==> src/sv/gaps_pkg.sv <==
// ----------------------------------------------------------------------------
// gaps_pkg: shared types and constants for the grid path search block
// Payload structs, cost limits, cell marks and sequencer state codes.
// ----------------------------------------------------------------------------
package gaps_pkg;

    localparam int ROWS_DEF      = 8;
    localparam int COLS_DEF      = 8;
    localparam int GW            = 10;
    localparam int FW            = 11;
    localparam int KW            = 6;
    localparam int MAX_OUT       = 64;
    localparam int STRAIGHT_COST = 10;
    localparam int DIAG_COST     = 14;
    localparam int H_SCALE       = 100;

    localparam logic [GW-1:0] G_LIMIT = 10'd1023;
    localparam logic [FW-1:0] F_LIMIT = 11'd2047;

    localparam logic [1:0] MARK_NONE   = 2'd0;
    localparam logic [1:0] MARK_OPEN   = 2'd1;
    localparam logic [1:0] MARK_CLOSED = 2'd2;

    localparam int STW = 5;
    localparam logic [STW-1:0] ST_CLR    = 5'd0;
    localparam logic [STW-1:0] ST_IDLE   = 5'd1;
    localparam logic [STW-1:0] ST_NOPATH = 5'd2;
    localparam logic [STW-1:0] ST_MCLR   = 5'd3;
    localparam logic [STW-1:0] ST_INIT   = 5'd4;
    localparam logic [STW-1:0] ST_SEL0   = 5'd5;
    localparam logic [STW-1:0] ST_SRD    = 5'd6;
    localparam logic [STW-1:0] ST_SFR    = 5'd7;
    localparam logic [STW-1:0] ST_SCMP   = 5'd8;
    localparam logic [STW-1:0] ST_SHF    = 5'd9;
    localparam logic [STW-1:0] ST_SHRD   = 5'd10;
    localparam logic [STW-1:0] ST_SHWR   = 5'd11;
    localparam logic [STW-1:0] ST_CURG   = 5'd12;
    localparam logic [STW-1:0] ST_NB     = 5'd13;
    localparam logic [STW-1:0] ST_NB1    = 5'd14;
    localparam logic [STW-1:0] ST_NB2    = 5'd15;
    localparam logic [STW-1:0] ST_NB3    = 5'd16;
    localparam logic [STW-1:0] ST_NCOST  = 5'd17;
    localparam logic [STW-1:0] ST_HST    = 5'd18;
    localparam logic [STW-1:0] ST_HWT    = 5'd19;
    localparam logic [STW-1:0] ST_UPD    = 5'd20;
    localparam logic [STW-1:0] ST_NXT    = 5'd21;
    localparam logic [STW-1:0] ST_PRD    = 5'd22;
    localparam logic [STW-1:0] ST_PWT    = 5'd23;

    typedef struct packed {
        logic       action;
        logic [2:0] row_index;
        logic [2:0] col_index;
        logic       wall;
        logic [2:0] goal_row;
        logic [2:0] goal_col;
    } t_in_item;

    typedef struct packed {
        logic          found;
        logic [2:0]    step_row;
        logic [2:0]    step_col;
        logic [GW-1:0] step_cost;
        logic          last;
    } t_out_item;

    typedef struct packed {
        logic [STW-1:0] op;
        logic           accept;
    } t_cmd;

    typedef struct packed {
        logic in_search;
        logic in_off;
        logic same;
        logic cnt_zero;
        logic scan_last;
        logic sh_more;
        logic nb_skip;
        logic nb_diag;
        logic blocked;
        logic closed;
        logic no_upd;
        logic sq_busy;
        logic nb_last;
        logic hit;
        logic out_free;
        logic path_last;
        logic clr_last;
    } t_status;

endpackage

==> src/sv/gaps_isqrt.sv <==
// ----------------------------------------------------------------------------
// gaps_isqrt: iterative integer square root
// Restoring method, one result bit per cycle, floor of the root.
// ----------------------------------------------------------------------------
module gaps_isqrt #(
    parameter int VW = 21
) (
    input  logic                 i_clk,
    input  logic                 i_rst_n,
    input  logic                 i_start,
    input  logic [VW-1:0]        i_value,
    output logic                 o_busy,
    output logic [(VW+1)/2-1:0]  o_root
);
    localparam int RTW = (VW + 1) / 2;
    localparam int PW  = 2 * RTW;
    localparam int CW  = $clog2(RTW + 1);

    logic [PW-1:0]  r_x;
    logic [RTW:0]   r_rem;
    logic [RTW-1:0] r_root;
    logic [CW-1:0]  r_cnt;
    logic [RTW+2:0] w_rem_sh;
    logic [RTW+2:0] w_trial;
    logic [RTW+2:0] w_diff;
    logic           w_ge;

    assign w_rem_sh = {r_rem, r_x[PW-1:PW-2]};
    assign w_trial  = {1'b0, r_root, 2'b01};
    assign w_ge     = (w_rem_sh >= w_trial);
    assign w_diff   = w_rem_sh - w_trial;
    assign o_busy   = (r_cnt != '0);
    assign o_root   = r_root;

    always_ff @(posedge i_clk) begin
        if (!i_rst_n) begin
            r_cnt <= '0;
        end else if (i_start) begin
            r_cnt <= CW'(RTW);
        end else if (o_busy) begin
            r_cnt <= r_cnt - CW'(1);
        end
    end

    always_ff @(posedge i_clk) begin
        if (i_start) begin
            r_x    <= PW'(i_value);
            r_rem  <= '0;
            r_root <= '0;
        end else if (o_busy) begin
            r_x    <= {r_x[PW-3:0], 2'b00};
            r_rem  <= w_ge ? w_diff[RTW:0] : w_rem_sh[RTW:0];
            r_root <= {r_root[RTW-2:0], w_ge};
        end
    end
endmodule

==> src/sv/gaps_dp.sv <==
// ----------------------------------------------------------------------------
// gaps_dp: search datapath
// Cell stores, open list, neighbor addressing, cost arithmetic, result register.
// ----------------------------------------------------------------------------
module gaps_dp #(
    parameter int ROWS = 8,
    parameter int COLS = 8
) (
    input  logic                i_clk,
    input  logic                i_rst_n,
    input  gaps_pkg::t_cmd      i_cmd,
    input  gaps_pkg::t_in_item  i_in,
    input  logic                i_out_stall,
    output gaps_pkg::t_status   o_st,
    output logic                o_out_valid,
    output gaps_pkg::t_out_item o_out
);
    import gaps_pkg::*;

    localparam int RW   = $clog2(ROWS);
    localparam int CLW  = $clog2(COLS);
    localparam int IDW  = RW + CLW;
    localparam int NID  = 1 << IDW;
    localparam int CNTW = $clog2(NID + 1);
    localparam int MW   = (RW > CLW) ? RW : CLW;
    localparam int SQW  = 2 * MW + 1;
    localparam int VW   = SQW + 7;
    localparam int RTW  = (VW + 1) / 2;
    localparam int SUMW = ((RTW > GW) ? RTW : GW) + 1;
    localparam int NLIM = ROWS * COLS;

    logic           m_obs  [NID];
    logic [1:0]     m_mark [NID];
    logic [GW-1:0]  m_g    [NID];
    logic [FW-1:0]  m_f    [NID];
    logic [IDW-1:0] m_par  [NID];
    logic [IDW-1:0] m_ord  [NID];

    logic           r_obs_q;
    logic [1:0]     r_mark_q;
    logic [GW-1:0]  r_g_q;
    logic [FW-1:0]  r_f_q;
    logic [IDW-1:0] r_par_q;
    logic [IDW-1:0] r_ord_q;

    logic [IDW-1:0]  r_clr;
    logic [2:0]      r_sraw, r_scraw, r_graw, r_gcraw;
    logic [CNTW-1:0] r_cnt, r_idx, r_bi;
    logic [FW:0]     r_bf;
    logic [IDW-1:0]  r_bcell, r_cur, r_p;
    logic [GW-1:0]   r_cur_g, r_ng;
    logic [1:0]      r_di, r_dj;
    logic [SQW-1:0]  r_sq;
    logic            r_hit;
    logic [KW-1:0]   r_k;
    logic            r_ovalid;
    t_out_item       r_out;

    logic           obs_we, obs_wd, obs_re;
    logic [IDW-1:0] obs_wa, obs_ra;
    logic           mark_we, mark_re;
    logic [1:0]     mark_wd;
    logic [IDW-1:0] mark_wa, mark_ra;
    logic           g_we, g_re;
    logic [GW-1:0]  g_wd;
    logic [IDW-1:0] g_wa, g_ra;
    logic           f_we, f_re;
    logic [FW-1:0]  f_wd;
    logic [IDW-1:0] f_wa;
    logic           par_we, par_re;
    logic [IDW-1:0] par_wd, par_wa;
    logic           ord_we, ord_re;
    logic [IDW-1:0] ord_wd, ord_wa, ord_ra;

    logic [IDW-1:0]  w_start, w_goal, w_in_id, w_n, w_ortho_a, w_ortho_b;
    logic [RW-1:0]   w_cr, w_nr, w_gr, w_dr;
    logic [CLW-1:0]  w_cc, w_nc, w_gc, w_dc;
    logic [RW:0]     w_nr_x;
    logic [CLW:0]    w_nc_x;
    logic [MW-1:0]   w_drm, w_dcm;
    logic [SQW-1:0]  w_sq;
    logic [GW:0]     w_ng_sum;
    logic [GW-1:0]   w_ng;
    logic [SUMW-1:0] w_f_sum;
    logic [FW-1:0]   w_f;
    logic [CNTW-1:0] w_idx1;
    logic            w_off, w_center, w_diag, w_wr_on, w_new;
    logic            w_out_free, w_ld_np, w_ld_path;
    logic            w_sq_start, w_sq_busy;
    logic [VW-1:0]   w_hval;
    logic [RTW-1:0]  w_root;

    assign w_start = {RW'(r_sraw), CLW'(r_scraw)};
    assign w_gr    = RW'(r_graw);
    assign w_gc    = CLW'(r_gcraw);
    assign w_goal  = {w_gr, w_gc};
    assign w_in_id = {RW'(i_in.row_index), CLW'(i_in.col_index)};
    assign w_cr    = r_cur[IDW-1:CLW];
    assign w_cc    = r_cur[CLW-1:0];
    assign w_nr_x  = {1'b0, w_cr} + (RW+1)'(r_di) - (RW+1)'(1);
    assign w_nc_x  = {1'b0, w_cc} + (CLW+1)'(r_dj) - (CLW+1)'(1);
    assign w_nr    = w_nr_x[RW-1:0];
    assign w_nc    = w_nc_x[CLW-1:0];
    assign w_n       = {w_nr, w_nc};
    assign w_ortho_a = {w_cr, w_nc};
    assign w_ortho_b = {w_nr, w_cc};
    assign w_off = (r_di == 2'd0 && w_cr == '0) || (r_di == 2'd2 && w_cr == RW'(ROWS - 1))
                || (r_dj == 2'd0 && w_cc == '0) || (r_dj == 2'd2 && w_cc == CLW'(COLS - 1));
    assign w_center = (r_di == 2'd1) && (r_dj == 2'd1);
    assign w_diag   = (r_di != 2'd1) && (r_dj != 2'd1);
    assign w_new    = (r_mark_q == MARK_NONE);
    assign w_wr_on  = (int'(i_in.row_index) < ROWS) && (int'(i_in.col_index) < COLS);
    assign w_idx1   = r_idx + CNTW'(1);

    assign w_ng_sum = {1'b0, r_cur_g} + (w_diag ? (GW+1)'(DIAG_COST) : (GW+1)'(STRAIGHT_COST));
    assign w_ng     = (w_ng_sum > {1'b0, G_LIMIT}) ? G_LIMIT : w_ng_sum[GW-1:0];

    assign w_dr  = (w_nr >= w_gr) ? (w_nr - w_gr) : (w_gr - w_nr);
    assign w_dc  = (w_nc >= w_gc) ? (w_nc - w_gc) : (w_gc - w_nc);
    assign w_drm = MW'(w_dr);
    assign w_dcm = MW'(w_dc);
    assign w_sq  = SQW'(w_drm) * SQW'(w_drm) + SQW'(w_dcm) * SQW'(w_dcm);

    assign w_hval     = VW'(r_sq) * VW'(H_SCALE);
    assign w_sq_start = (i_cmd.op == ST_HST);
    assign w_f_sum    = SUMW'(r_ng) + SUMW'(w_root);
    assign w_f        = (w_f_sum > SUMW'(F_LIMIT)) ? F_LIMIT : w_f_sum[FW-1:0];

    gaps_isqrt #(.VW(VW)) u_isqrt (
        .i_clk   (i_clk),
        .i_rst_n (i_rst_n),
        .i_start (w_sq_start),
        .i_value (w_hval),
        .o_busy  (w_sq_busy),
        .o_root  (w_root)
    );

    always_comb begin
        obs_we = 1'b0;  obs_wa = w_in_id;  obs_wd = i_in.wall;  obs_re = 1'b0;  obs_ra = w_n;
        mark_we = 1'b0; mark_wa = w_n;     mark_wd = MARK_OPEN; mark_re = 1'b0; mark_ra = w_n;
        g_we = 1'b0;    g_wa = w_n;        g_wd = r_ng;         g_re = 1'b0;    g_ra = w_n;
        f_we = 1'b0;    f_wa = w_n;        f_wd = w_f;          f_re = 1'b0;
        par_we = 1'b0;  par_wa = w_n;      par_wd = r_cur;      par_re = 1'b0;
        ord_we = 1'b0;  ord_wa = r_idx[IDW-1:0]; ord_wd = r_ord_q;
        ord_re = 1'b0;  ord_ra = r_idx[IDW-1:0];
        case (i_cmd.op)
            ST_CLR: begin
                obs_we = 1'b1; obs_wa = r_clr; obs_wd = 1'b0;
            end
            ST_IDLE: begin
                obs_we = i_cmd.accept && !i_in.action && w_wr_on;
            end
            ST_MCLR: begin
                mark_we = 1'b1; mark_wa = r_clr; mark_wd = MARK_NONE;
            end
            ST_INIT: begin
                mark_we = 1'b1; mark_wa = w_start;
                g_we    = 1'b1; g_wa    = w_start; g_wd = '0;
                f_we    = 1'b1; f_wa    = w_start; f_wd = '0;
                par_we  = 1'b1; par_wa  = w_start; par_wd = w_start;
                ord_we  = 1'b1; ord_wa  = '0;      ord_wd = w_start;
            end
            ST_SRD: begin
                ord_re = 1'b1;
            end
            ST_SFR: begin
                f_re = 1'b1;
            end
            ST_SHRD: begin
                if (w_idx1 < r_cnt) begin
                    ord_re = 1'b1; ord_ra = w_idx1[IDW-1:0];
                end else begin
                    mark_we = 1'b1; mark_wa = r_cur; mark_wd = MARK_CLOSED;
                    g_re    = 1'b1; g_ra    = r_cur;
                end
            end
            ST_SHWR: begin
                ord_we = 1'b1;
            end
            ST_NB: begin
                obs_re = 1'b1; mark_re = 1'b1; g_re = 1'b1;
            end
            ST_NB1: begin
                obs_re = 1'b1; obs_ra = w_ortho_a;
            end
            ST_NB2: begin
                obs_re = 1'b1; obs_ra = w_ortho_b;
            end
            ST_UPD: begin
                g_we    = 1'b1;
                f_we    = 1'b1;
                par_we  = 1'b1;
                mark_we = w_new;
                ord_we  = w_new; ord_wa = r_cnt[IDW-1:0]; ord_wd = w_n;
            end
            ST_PRD: begin
                g_re = 1'b1; g_ra = r_p; par_re = 1'b1;
            end
            default: begin
            end
        endcase
    end

    always_ff @(posedge i_clk) begin
        if (obs_we) m_obs[obs_wa] <= obs_wd;
        if (obs_re) r_obs_q <= m_obs[obs_ra];
    end

    always_ff @(posedge i_clk) begin
        if (mark_we) m_mark[mark_wa] <= mark_wd;
        if (mark_re) r_mark_q <= m_mark[mark_ra];
    end

    always_ff @(posedge i_clk) begin
        if (g_we) m_g[g_wa] <= g_wd;
        if (g_re) r_g_q <= m_g[g_ra];
    end

    always_ff @(posedge i_clk) begin
        if (f_we) m_f[f_wa] <= f_wd;
        if (f_re) r_f_q <= m_f[r_ord_q];
    end

    always_ff @(posedge i_clk) begin
        if (par_we) m_par[par_wa] <= par_wd;
        if (par_re) r_par_q <= m_par[r_p];
    end

    always_ff @(posedge i_clk) begin
        if (ord_we) m_ord[ord_wa] <= ord_wd;
        if (ord_re) r_ord_q <= m_ord[ord_ra];
    end

    assign w_out_free = !r_ovalid || !i_out_stall;
    assign w_ld_np    = (i_cmd.op == ST_NOPATH) && w_out_free;
    assign w_ld_path  = (i_cmd.op == ST_PWT) && w_out_free;

    always_ff @(posedge i_clk) begin
        if (!i_rst_n) begin
            r_clr    <= '0;
            r_ovalid <= 1'b0;
        end else begin
            if (i_cmd.op == ST_CLR || i_cmd.op == ST_MCLR) begin
                r_clr <= r_clr + IDW'(1);
            end
            if (w_ld_np || w_ld_path) begin
                r_ovalid <= 1'b1;
            end else if (!i_out_stall) begin
                r_ovalid <= 1'b0;
            end
        end
    end

    always_ff @(posedge i_clk) begin
        if (w_ld_np) begin
            r_out <= '{found: 1'b0, step_row: r_graw, step_col: r_gcraw,
                       step_cost: '0, last: 1'b1};
        end else if (w_ld_path) begin
            r_out <= '{found: 1'b1, step_row: 3'(r_p[IDW-1:CLW]), step_col: 3'(r_p[CLW-1:0]),
                       step_cost: r_g_q, last: o_st.path_last};
        end
    end

    always_ff @(posedge i_clk) begin
        case (i_cmd.op)
            ST_IDLE: begin
                if (i_cmd.accept) begin
                    r_sraw  <= i_in.row_index;
                    r_scraw <= i_in.col_index;
                    r_graw  <= i_in.goal_row;
                    r_gcraw <= i_in.goal_col;
                end
            end
            ST_INIT: begin
                r_cnt <= CNTW'(1);
                r_hit <= 1'b0;
                r_p   <= w_goal;
                r_k   <= '0;
            end
            ST_SEL0: begin
                r_idx <= '0;
                r_bi  <= '0;
                r_bf  <= '1;
            end
            ST_SCMP: begin
                if ({1'b0, r_f_q} < r_bf) begin
                    r_bf    <= {1'b0, r_f_q};
                    r_bi    <= r_idx;
                    r_bcell <= r_ord_q;
                end
                r_idx <= w_idx1;
            end
            ST_SHF: begin
                r_idx <= r_bi;
                r_cur <= r_bcell;
            end
            ST_SHRD: begin
                if (!(w_idx1 < r_cnt)) r_cnt <= r_cnt - CNTW'(1);
            end
            ST_SHWR: begin
                r_idx <= w_idx1;
            end
            ST_CURG: begin
                r_cur_g <= r_g_q;
                r_di    <= 2'd0;
                r_dj    <= 2'd0;
            end
            ST_NCOST: begin
                r_ng <= w_ng;
                r_sq <= w_sq;
            end
            ST_UPD: begin
                if (w_new) begin
                    r_cnt <= r_cnt + CNTW'(1);
                    if (w_n == w_goal) r_hit <= 1'b1;
                end
            end
            ST_NXT: begin
                if (r_dj == 2'd2) begin
                    r_dj <= 2'd0;
                    r_di <= r_di + 2'd1;
                end else begin
                    r_dj <= r_dj + 2'd1;
                end
            end
            ST_PWT: begin
                if (w_out_free) begin
                    r_p <= r_par_q;
                    r_k <= r_k + KW'(1);
                end
            end
            default: begin
            end
        endcase
    end

    always_comb begin
        o_st.in_search = i_in.action;
        o_st.in_off    = !(w_wr_on && (int'(i_in.goal_row) < ROWS)
                           && (int'(i_in.goal_col) < COLS));
        o_st.same      = (w_start == w_goal);
        o_st.cnt_zero  = (r_cnt == '0);
        o_st.scan_last = (w_idx1 == r_cnt);
        o_st.sh_more   = (w_idx1 < r_cnt);
        o_st.nb_skip   = w_off || w_center;
        o_st.nb_diag   = w_diag;
        o_st.blocked   = r_obs_q;
        o_st.closed    = (r_mark_q == MARK_CLOSED);
        o_st.no_upd    = (r_mark_q == MARK_OPEN) ? !(w_ng < r_g_q)
                                                 : (r_cnt >= CNTW'(NLIM));
        o_st.sq_busy   = w_sq_busy;
        o_st.nb_last   = (r_di == 2'd2) && (r_dj == 2'd2);
        o_st.hit       = r_hit;
        o_st.out_free  = w_out_free;
        o_st.path_last = (r_p == w_start) || (r_k == KW'(MAX_OUT - 1));
        o_st.clr_last  = &r_clr;
    end

    assign o_out_valid = r_ovalid;
    assign o_out       = r_out;
endmodule

==> src/sv/gaps_ctrl.sv <==
// ----------------------------------------------------------------------------
// gaps_ctrl: search sequencer
// Steps the clearing passes, open list scan, neighbor checks and path readout.
// ----------------------------------------------------------------------------
module gaps_ctrl (
    input  logic              i_clk,
    input  logic              i_rst_n,
    input  logic              i_in_valid,
    input  gaps_pkg::t_status i_st,
    output logic              o_in_stall,
    output gaps_pkg::t_cmd    o_cmd
);
    import gaps_pkg::*;

    logic [STW-1:0] r_state, n_state;

    always_ff @(posedge i_clk) begin
        if (!i_rst_n) begin
            r_state <= ST_CLR;
        end else begin
            r_state <= n_state;
        end
    end

    always_comb begin
        n_state = r_state;
        unique case (r_state)
            ST_CLR:    if (i_st.clr_last) n_state = ST_IDLE;
            ST_IDLE: begin
                if (i_in_valid && i_st.in_search) begin
                    n_state = i_st.in_off ? ST_NOPATH : ST_MCLR;
                end
            end
            ST_NOPATH: if (i_st.out_free) n_state = ST_IDLE;
            ST_MCLR:   if (i_st.clr_last) n_state = ST_INIT;
            ST_INIT:   n_state = i_st.same ? ST_PRD : ST_SEL0;
            ST_SEL0:   n_state = i_st.cnt_zero ? ST_NOPATH : ST_SRD;
            ST_SRD:    n_state = ST_SFR;
            ST_SFR:    n_state = ST_SCMP;
            ST_SCMP:   n_state = i_st.scan_last ? ST_SHF : ST_SRD;
            ST_SHF:    n_state = ST_SHRD;
            ST_SHRD:   n_state = i_st.sh_more ? ST_SHWR : ST_CURG;
            ST_SHWR:   n_state = ST_SHRD;
            ST_CURG:   n_state = ST_NB;
            ST_NB:     n_state = i_st.nb_skip ? ST_NXT : ST_NB1;
            ST_NB1: begin
                if (i_st.blocked || i_st.closed) n_state = ST_NXT;
                else n_state = i_st.nb_diag ? ST_NB2 : ST_NCOST;
            end
            ST_NB2:    n_state = i_st.blocked ? ST_NXT : ST_NB3;
            ST_NB3:    n_state = i_st.blocked ? ST_NXT : ST_NCOST;
            ST_NCOST:  n_state = i_st.no_upd ? ST_NXT : ST_HST;
            ST_HST:    n_state = ST_HWT;
            ST_HWT:    if (!i_st.sq_busy) n_state = ST_UPD;
            ST_UPD:    n_state = ST_NXT;
            ST_NXT: begin
                if (i_st.nb_last) n_state = i_st.hit ? ST_PRD : ST_SEL0;
                else n_state = ST_NB;
            end
            ST_PRD:    n_state = ST_PWT;
            ST_PWT: begin
                if (i_st.out_free) n_state = i_st.path_last ? ST_IDLE : ST_PRD;
            end
            default:   n_state = ST_IDLE;
        endcase
    end

    assign o_in_stall   = (r_state != ST_IDLE);
    assign o_cmd.op     = r_state;
    assign o_cmd.accept = i_in_valid && (r_state == ST_IDLE);
endmodule

==> src/sv/grid_astar_path_search_top.sv <==
// ----------------------------------------------------------------------------
// grid_astar_path_search_top: 8-connected A* search on a cell grid
//
// channel | direction | handshake                    | payload
// in      | input     | i_in_valid / o_in_stall      | i_in  (write cell or search)
// out     | output    | o_out_valid / i_out_stall    | o_out (path cell, goal first)
//
// Reset runs a clearing pass over the cell map.
// A search first clears the marks, then for each expansion scans every open
// entry (order read, f read, compare), shifts the later entries down over the
// chosen one, and checks each neighbor: marks and walls, also the orthogonal
// walls of a diagonal step, then cost and the bit-serial heuristic root.
// Each path result is read from the stores and then loaded into the output
// register, which waits while the output stalls.
// ----------------------------------------------------------------------------
module grid_astar_path_search_top #(
    parameter int ROWS = gaps_pkg::ROWS_DEF,
    parameter int COLS = gaps_pkg::COLS_DEF
) (
    input  logic                i_clk,
    input  logic                i_rst_n,
    input  logic                i_in_valid,
    output logic                o_in_stall,
    input  gaps_pkg::t_in_item  i_in,
    output logic                o_out_valid,
    input  logic                i_out_stall,
    output gaps_pkg::t_out_item o_out
);
    import gaps_pkg::*;

    t_cmd    w_cmd;
    t_status w_st;
    logic    w_in_acc;

    assign w_in_acc = i_in_valid && !o_in_stall;

    gaps_ctrl u_ctrl (
        .i_clk      (i_clk),
        .i_rst_n    (i_rst_n),
        .i_in_valid (i_in_valid),
        .i_st       (w_st),
        .o_in_stall (o_in_stall),
        .o_cmd      (w_cmd)
    );

    gaps_dp #(.ROWS(ROWS), .COLS(COLS)) u_dp (
        .i_clk       (i_clk),
        .i_rst_n     (i_rst_n),
        .i_cmd       (w_cmd),
        .i_in        (i_in),
        .i_out_stall (i_out_stall),
        .o_st        (w_st),
        .o_out_valid (o_out_valid),
        .o_out       (o_out)
    );

    a_write_silent: assert property (@(posedge i_clk) disable iff (!i_rst_n)
        w_in_acc && !i_in.action |=> !$rose(o_out_valid))
        else $error("cell write produced a result");

    a_search_busy: assert property (@(posedge i_clk) disable iff (!i_rst_n)
        w_in_acc && i_in.action |=> o_in_stall)
        else $error("search transfer did not start the sequencer");

    a_nopath_form: assert property (@(posedge i_clk) disable iff (!i_rst_n)
        o_out_valid && !o_out.found |-> o_out.last && (o_out.step_cost == '0))
        else $error("no-path result malformed");

    a_accept_idle: assert property (@(posedge i_clk) disable iff (!i_rst_n)
        w_in_acc |-> (w_cmd.op == ST_IDLE) && w_cmd.accept)
        else $error("input transfer outside idle");
endmodule
==> config.mk <==
export PLATFORM = sky130hd
export DESIGN_NAME = grid_astar_path_search_top
export DESIGN_NICKNAME = d
export VERILOG_FILES = /design/src/sv/gaps_pkg.sv /design/src/sv/gaps_isqrt.sv /design/src/sv/gaps_dp.sv /design/src/sv/gaps_ctrl.sv /design/src/sv/grid_astar_path_search_top.sv
export SDC_FILE = /design/constraint.sdc
export NUM_CORES = 2
export LEC_CHECK = 0
export BUFFER_PORTS_ARGS = -buffer_cell sky130_fd_sc_hd__buf_2
export CELL_PAD_IN_SITES_DETAIL_PLACEMENT = 1
export CELL_PAD_IN_SITES_GLOBAL_PLACEMENT = 1
export CORE_MARGIN = 2
export CORE_UTILIZATION = 55
export DETAILED_ROUTE_END_ITERATION = 8
export PLACE_DENSITY_LB_ADDON = 0.05
export SYNTH_ARGS = -nofsm -noshare
export SYNTH_HDL_FRONTEND = slang
export SYNTH_HIERARCHICAL = 1
export SYNTH_SLANG_ARGS = --single-unit
export TNS_END_PERCENT = 30
==> constraint.sdc <==
create_clock -name i_clk -period 6.5 [get_ports i_clk]
set_clock_uncertainty 0.15 [all_clocks]
set_input_delay 1.95 -clock i_clk [delete_from_list [all_inputs] [get_ports i_clk]]
set_output_delay 1.95 -clock i_clk [all_outputs]
set_load 0.05 [all_outputs]
==> impl_results.md <==
* CP Launch Type: flip-flop
* Wire per inst at 32.05 um
* Pwr Density at 306.1 nW/um^2
* CP Class: reg -> reg
* Commonest cells after routing, fill and taps aside: 2461 x edfxtp_1, 823 x nand2_1, 464 x mux4_2
* Share of layout cells above drive strength 1 at 18.94%
* Critical path endpoint category: flip-flop
* DRT Pass-1 Iters at 6
* Dpl cell area at 107200 sq um
* Worst r2r path cells at 16
* GPL Wtd Cong at 0.8793
* Ports at 38
* Via/cell ratio at 6.474
* Max-Cap Viols at 0
* Worst-path cell chain: nand3_1 -> nor2_1 -> nand2_1 -> xnor2_1 -> ha_1 -> o21a_1 -> and2_1 -> nor3_4 -> o21ai_1 -> nand2_4 -> buf_4 -> nand2_1 -> nand3_1 -> nand4_1 -> o21ai_0 -> and4_1
* Post-CTS setup buffer count at 0
* Final-report max-slew violation count at 0
* Achievable Freq at 165.0 MHz
* R2R setup slack at 440 ps
* Compound-Gate Fraction of Synth Area at 4.231%
* Period utilisation layout at 93.23%
* Vias at 57953
* Setup TNS at 0 ps
* CP delay by family, top: simple AND/OR/NAND/NOR gates
* First-pass GRT wire length at 421900 um
* Most common cell after layout, fill and taps aside: edfxtp_1
* Worst skew pair latency at 900 ps
* Post-detail-place hpwl at 175500 um
* Post-Synthesis Mean Instance Area at 16.79 sq um
* Final core utilization at 62.21%
* Post-synthesis mux area share at 11.08%
* Core Region at 185200 sq um
* Crit. path cell count at 16
* Seq/Total Area, Yosys at 72.93%
* Setup-failing EPs final at 0
* CTS tree: built
* R2r startpoint: u_dp/r_idx[2]$_DFFE_PP_
* FF+latch count, synth at 2503
* Largest net degree at the start of global routing at 136
* Ys async rst share at 0%
* Post-route insts no fill at 8952
* TritonCTS Buffers at 240
* Die area at 189800 sq um
* Critical Path RT at 7120 ps
* CTS root buf: clkbuf_16
* Site row count at 158
* Slowest library cell on the worst path: edfxtp_1
* Endpoint arrival time on the critical path at 6680 ps
* Slew @ Worst Pin at 1267 ps
* Synthesized area at 102500 sq um
* Largest family of logic cells by synthesized area: multiplexers
* Initial Util at 55.33%
* Worst setup endpoint: u_dp/r_g_q[7]$_DFFE_PP_
* H-tree depth at 4
* PnR worst setup slack at 439.8 ps
* Post-CTS Resized at 0
* Synth Flop Type: edfxtp_1
* Placed cell count at 8499
* Min-delay worst type: reg -> reg
* Fillers at 16158
* Number of global-route vias before repair at 60397
* Initial antenna violation count at 8
* Yosys cell types at 93
* XOR/XNOR Fraction of Synth Area at 0.6055%
* Deepest clock path buffer count at 3
* Worst slack, placed at 499.9 ps
* P&R area growth vs syn at 12.44%
* IO Port Bufs at 37
* Hold Slack at 274.3 ps
* Maximum VDD drop at 0.0002697 V
* Worst-path clk slew at 70 ps
* Nets at 6407
* CP max stage delay at 770 ps
* Tmin final at 6060 ps
* Global route total overflow at 0
* Post-synth EDFFs at 2461
* CTS sink count at 2503
* Final hold vios at 0
* Chip width at 435.7 um
* Synth warn at 6
* Simple-gate share of the synthesized area at 7.773%
* Reg-to-Reg End: u_dp/r_g_q[7]$_DFFE_PP_
* Routed Wire Length at 286900 um
* Adder-Cell Fraction of Synth Area at 1.643%
* Crit path launch: u_dp/r_idx[2]$_DFFE_PP_
* Leakage power at 37.40 nW
* Status: completed
* Initial detailed-routing violation count at 6156
* Die Ht at 435.7 um
* Routed Antenna Nets at 0
* RSZ-0062 raised after global routing: no
* CTS hold repair buffers at 0
* Slew headroom at 15.20%
* DRC viols at 0
* CP bufs+invs at 1
* Crit Path Max Fanout at 29
* Cell area after layout at 115200 sq um
* Cell count after synthesis at 6104
* GRT Overall Usage at 30.51%
* Total power at 35.28 mW
## how the worst min path moves through the flow
stage | from | slack [ps] | cells past startpoint | end
final | u_dp/r_bcell[1]$_DFFE_PP_ | 270 | 0 | u_dp/r_cur[1]$_DFFE_PN_
after CTS | u_dp/r_bcell[5]$_DFFE_PP_ | 270 | 0 | u_dp/r_cur[5]$_DFFE_PN_
after detailed placement | u_dp/r_bcell[0]$_DFFE_PP_ | 260 | 0 | u_dp/r_cur[0]$_DFFE_PN_
after global routing | u_dp/r_bcell[1]$_DFFE_PP_ | 280 | 0 | u_dp/r_cur[1]$_DFFE_PN_
after global placement | u_dp/r_bcell[4]$_DFFE_PP_ | 250 | 0 | u_dp/r_cur[4]$_DFFE_PN_
after floorplan | u_dp/r_bcell[0]$_DFFE_PP_ | 250 | 0 | u_dp/r_cur[0]$_DFFE_PN_
## sequential cells by signal, summed over array words and instances (netlist names), 8 cells and up
name and count:
u_dp/m_obs 64, u_dp/r_f_q 11, u_dp/r_ng 10, u_dp/o_out 18, u_dp/m_par 384, u_dp/r_cur_g 10, u_dp/m_g 640, u_dp/u_isqrt/r_x 14
u_dp/m_f 704, u_dp/m_mark 128, u_dp/u_isqrt/r_rem 8, u_dp/r_bf 12, u_dp/r_g_q 10, u_dp/m_ord 384
## Yosys cell counts, types with 7 or more instances
cell type	instances	share of area (%)
inv_1	98	0.36
nand3b_1	20	0.15
a21o_1	28	0.21
nor2_1	362	1.3
fa_1	11	0.21
mux2i_1	69	0.67
clkbuf_1	155	0.57
mux4_2	464	10
xor2_1	34	0.29
buf_2	86	0.42
o22ai_1	9	0.055
a31oi_1	31	0.19
o21ai_1	12	0.059
o21bai_1	7	0.051
nand4_1	96	0.59
edfxtp_1	2461	72
buf_4	17	0.12
nor3_2	7	0.068
nor4_1	8	0.049
nand3_1	237	1.2
buf_1	61	0.22
xnor2_1	35	0.30
nand2_1	828	3.0
o21ai_0	112	0.55
a22oi_1	40	0.29
ha_1	117	1.4
a221oi_1	42	0.36
o21a_1	16	0.12
o31ai_1	14	0.10
nor2b_1	24	0.15
mux2_2	19	0.21
a211oi_1	45	0.33
a32oi_1	23	0.20
a21oi_1	197	0.96
dfxtp_1	42	0.82
and2_1	37	0.23
nor3_1	24	0.12
and3_1	17	0.10
or3_1	13	0.079
a2111oi_0	8	0.068
nor3b_1	8	0.059
nand2b_1	44	0.27
o211ai_1	9	0.066
and4_1	11	0.094
## report_power, final
group          total, mW  internal [mW]  switching, mW
clock               14.3           8.12           6.16
combinational       2.32          0.557           1.76
sequential          18.7           18.5          0.140
## logic make-up after synthesis
family	count (synthesis)
XOR/XNOR	70
adder cells (fa/ha/maj)	128
other	1
multiplexers	552
AO/OA/AOI/OAI	657
AND/OR/NAND/NOR	1771
buffers and inverters	422
flip-flops	2503
## layout make-up
cell class	count	area [sq um]	share of cell area, %
Clock inverter	156	1819	1.579
Clock buffer	293	6235	5.410
Inverter	98	367.9	0.3192
Multi-Input combinational cell	3181	26790	23.25
Antenna cell	4	10.01	0.008686
Sequential cell	2503	74740	64.86
Timing Repair Buffer	237	2175	1.887
Tap cell	2480	3103	2.693
## routing by layer
layer  vias to the layer above  wire length, um  GRT usage (%)
li1                      24270                -              -
met1                     30754           116600          43.15
met2                      2463           140100          49.54
met3                       462            21980          4.962
met4                         4             8220          8.793
met5                         -               25              0
Power figures use the tool's default switching activity.
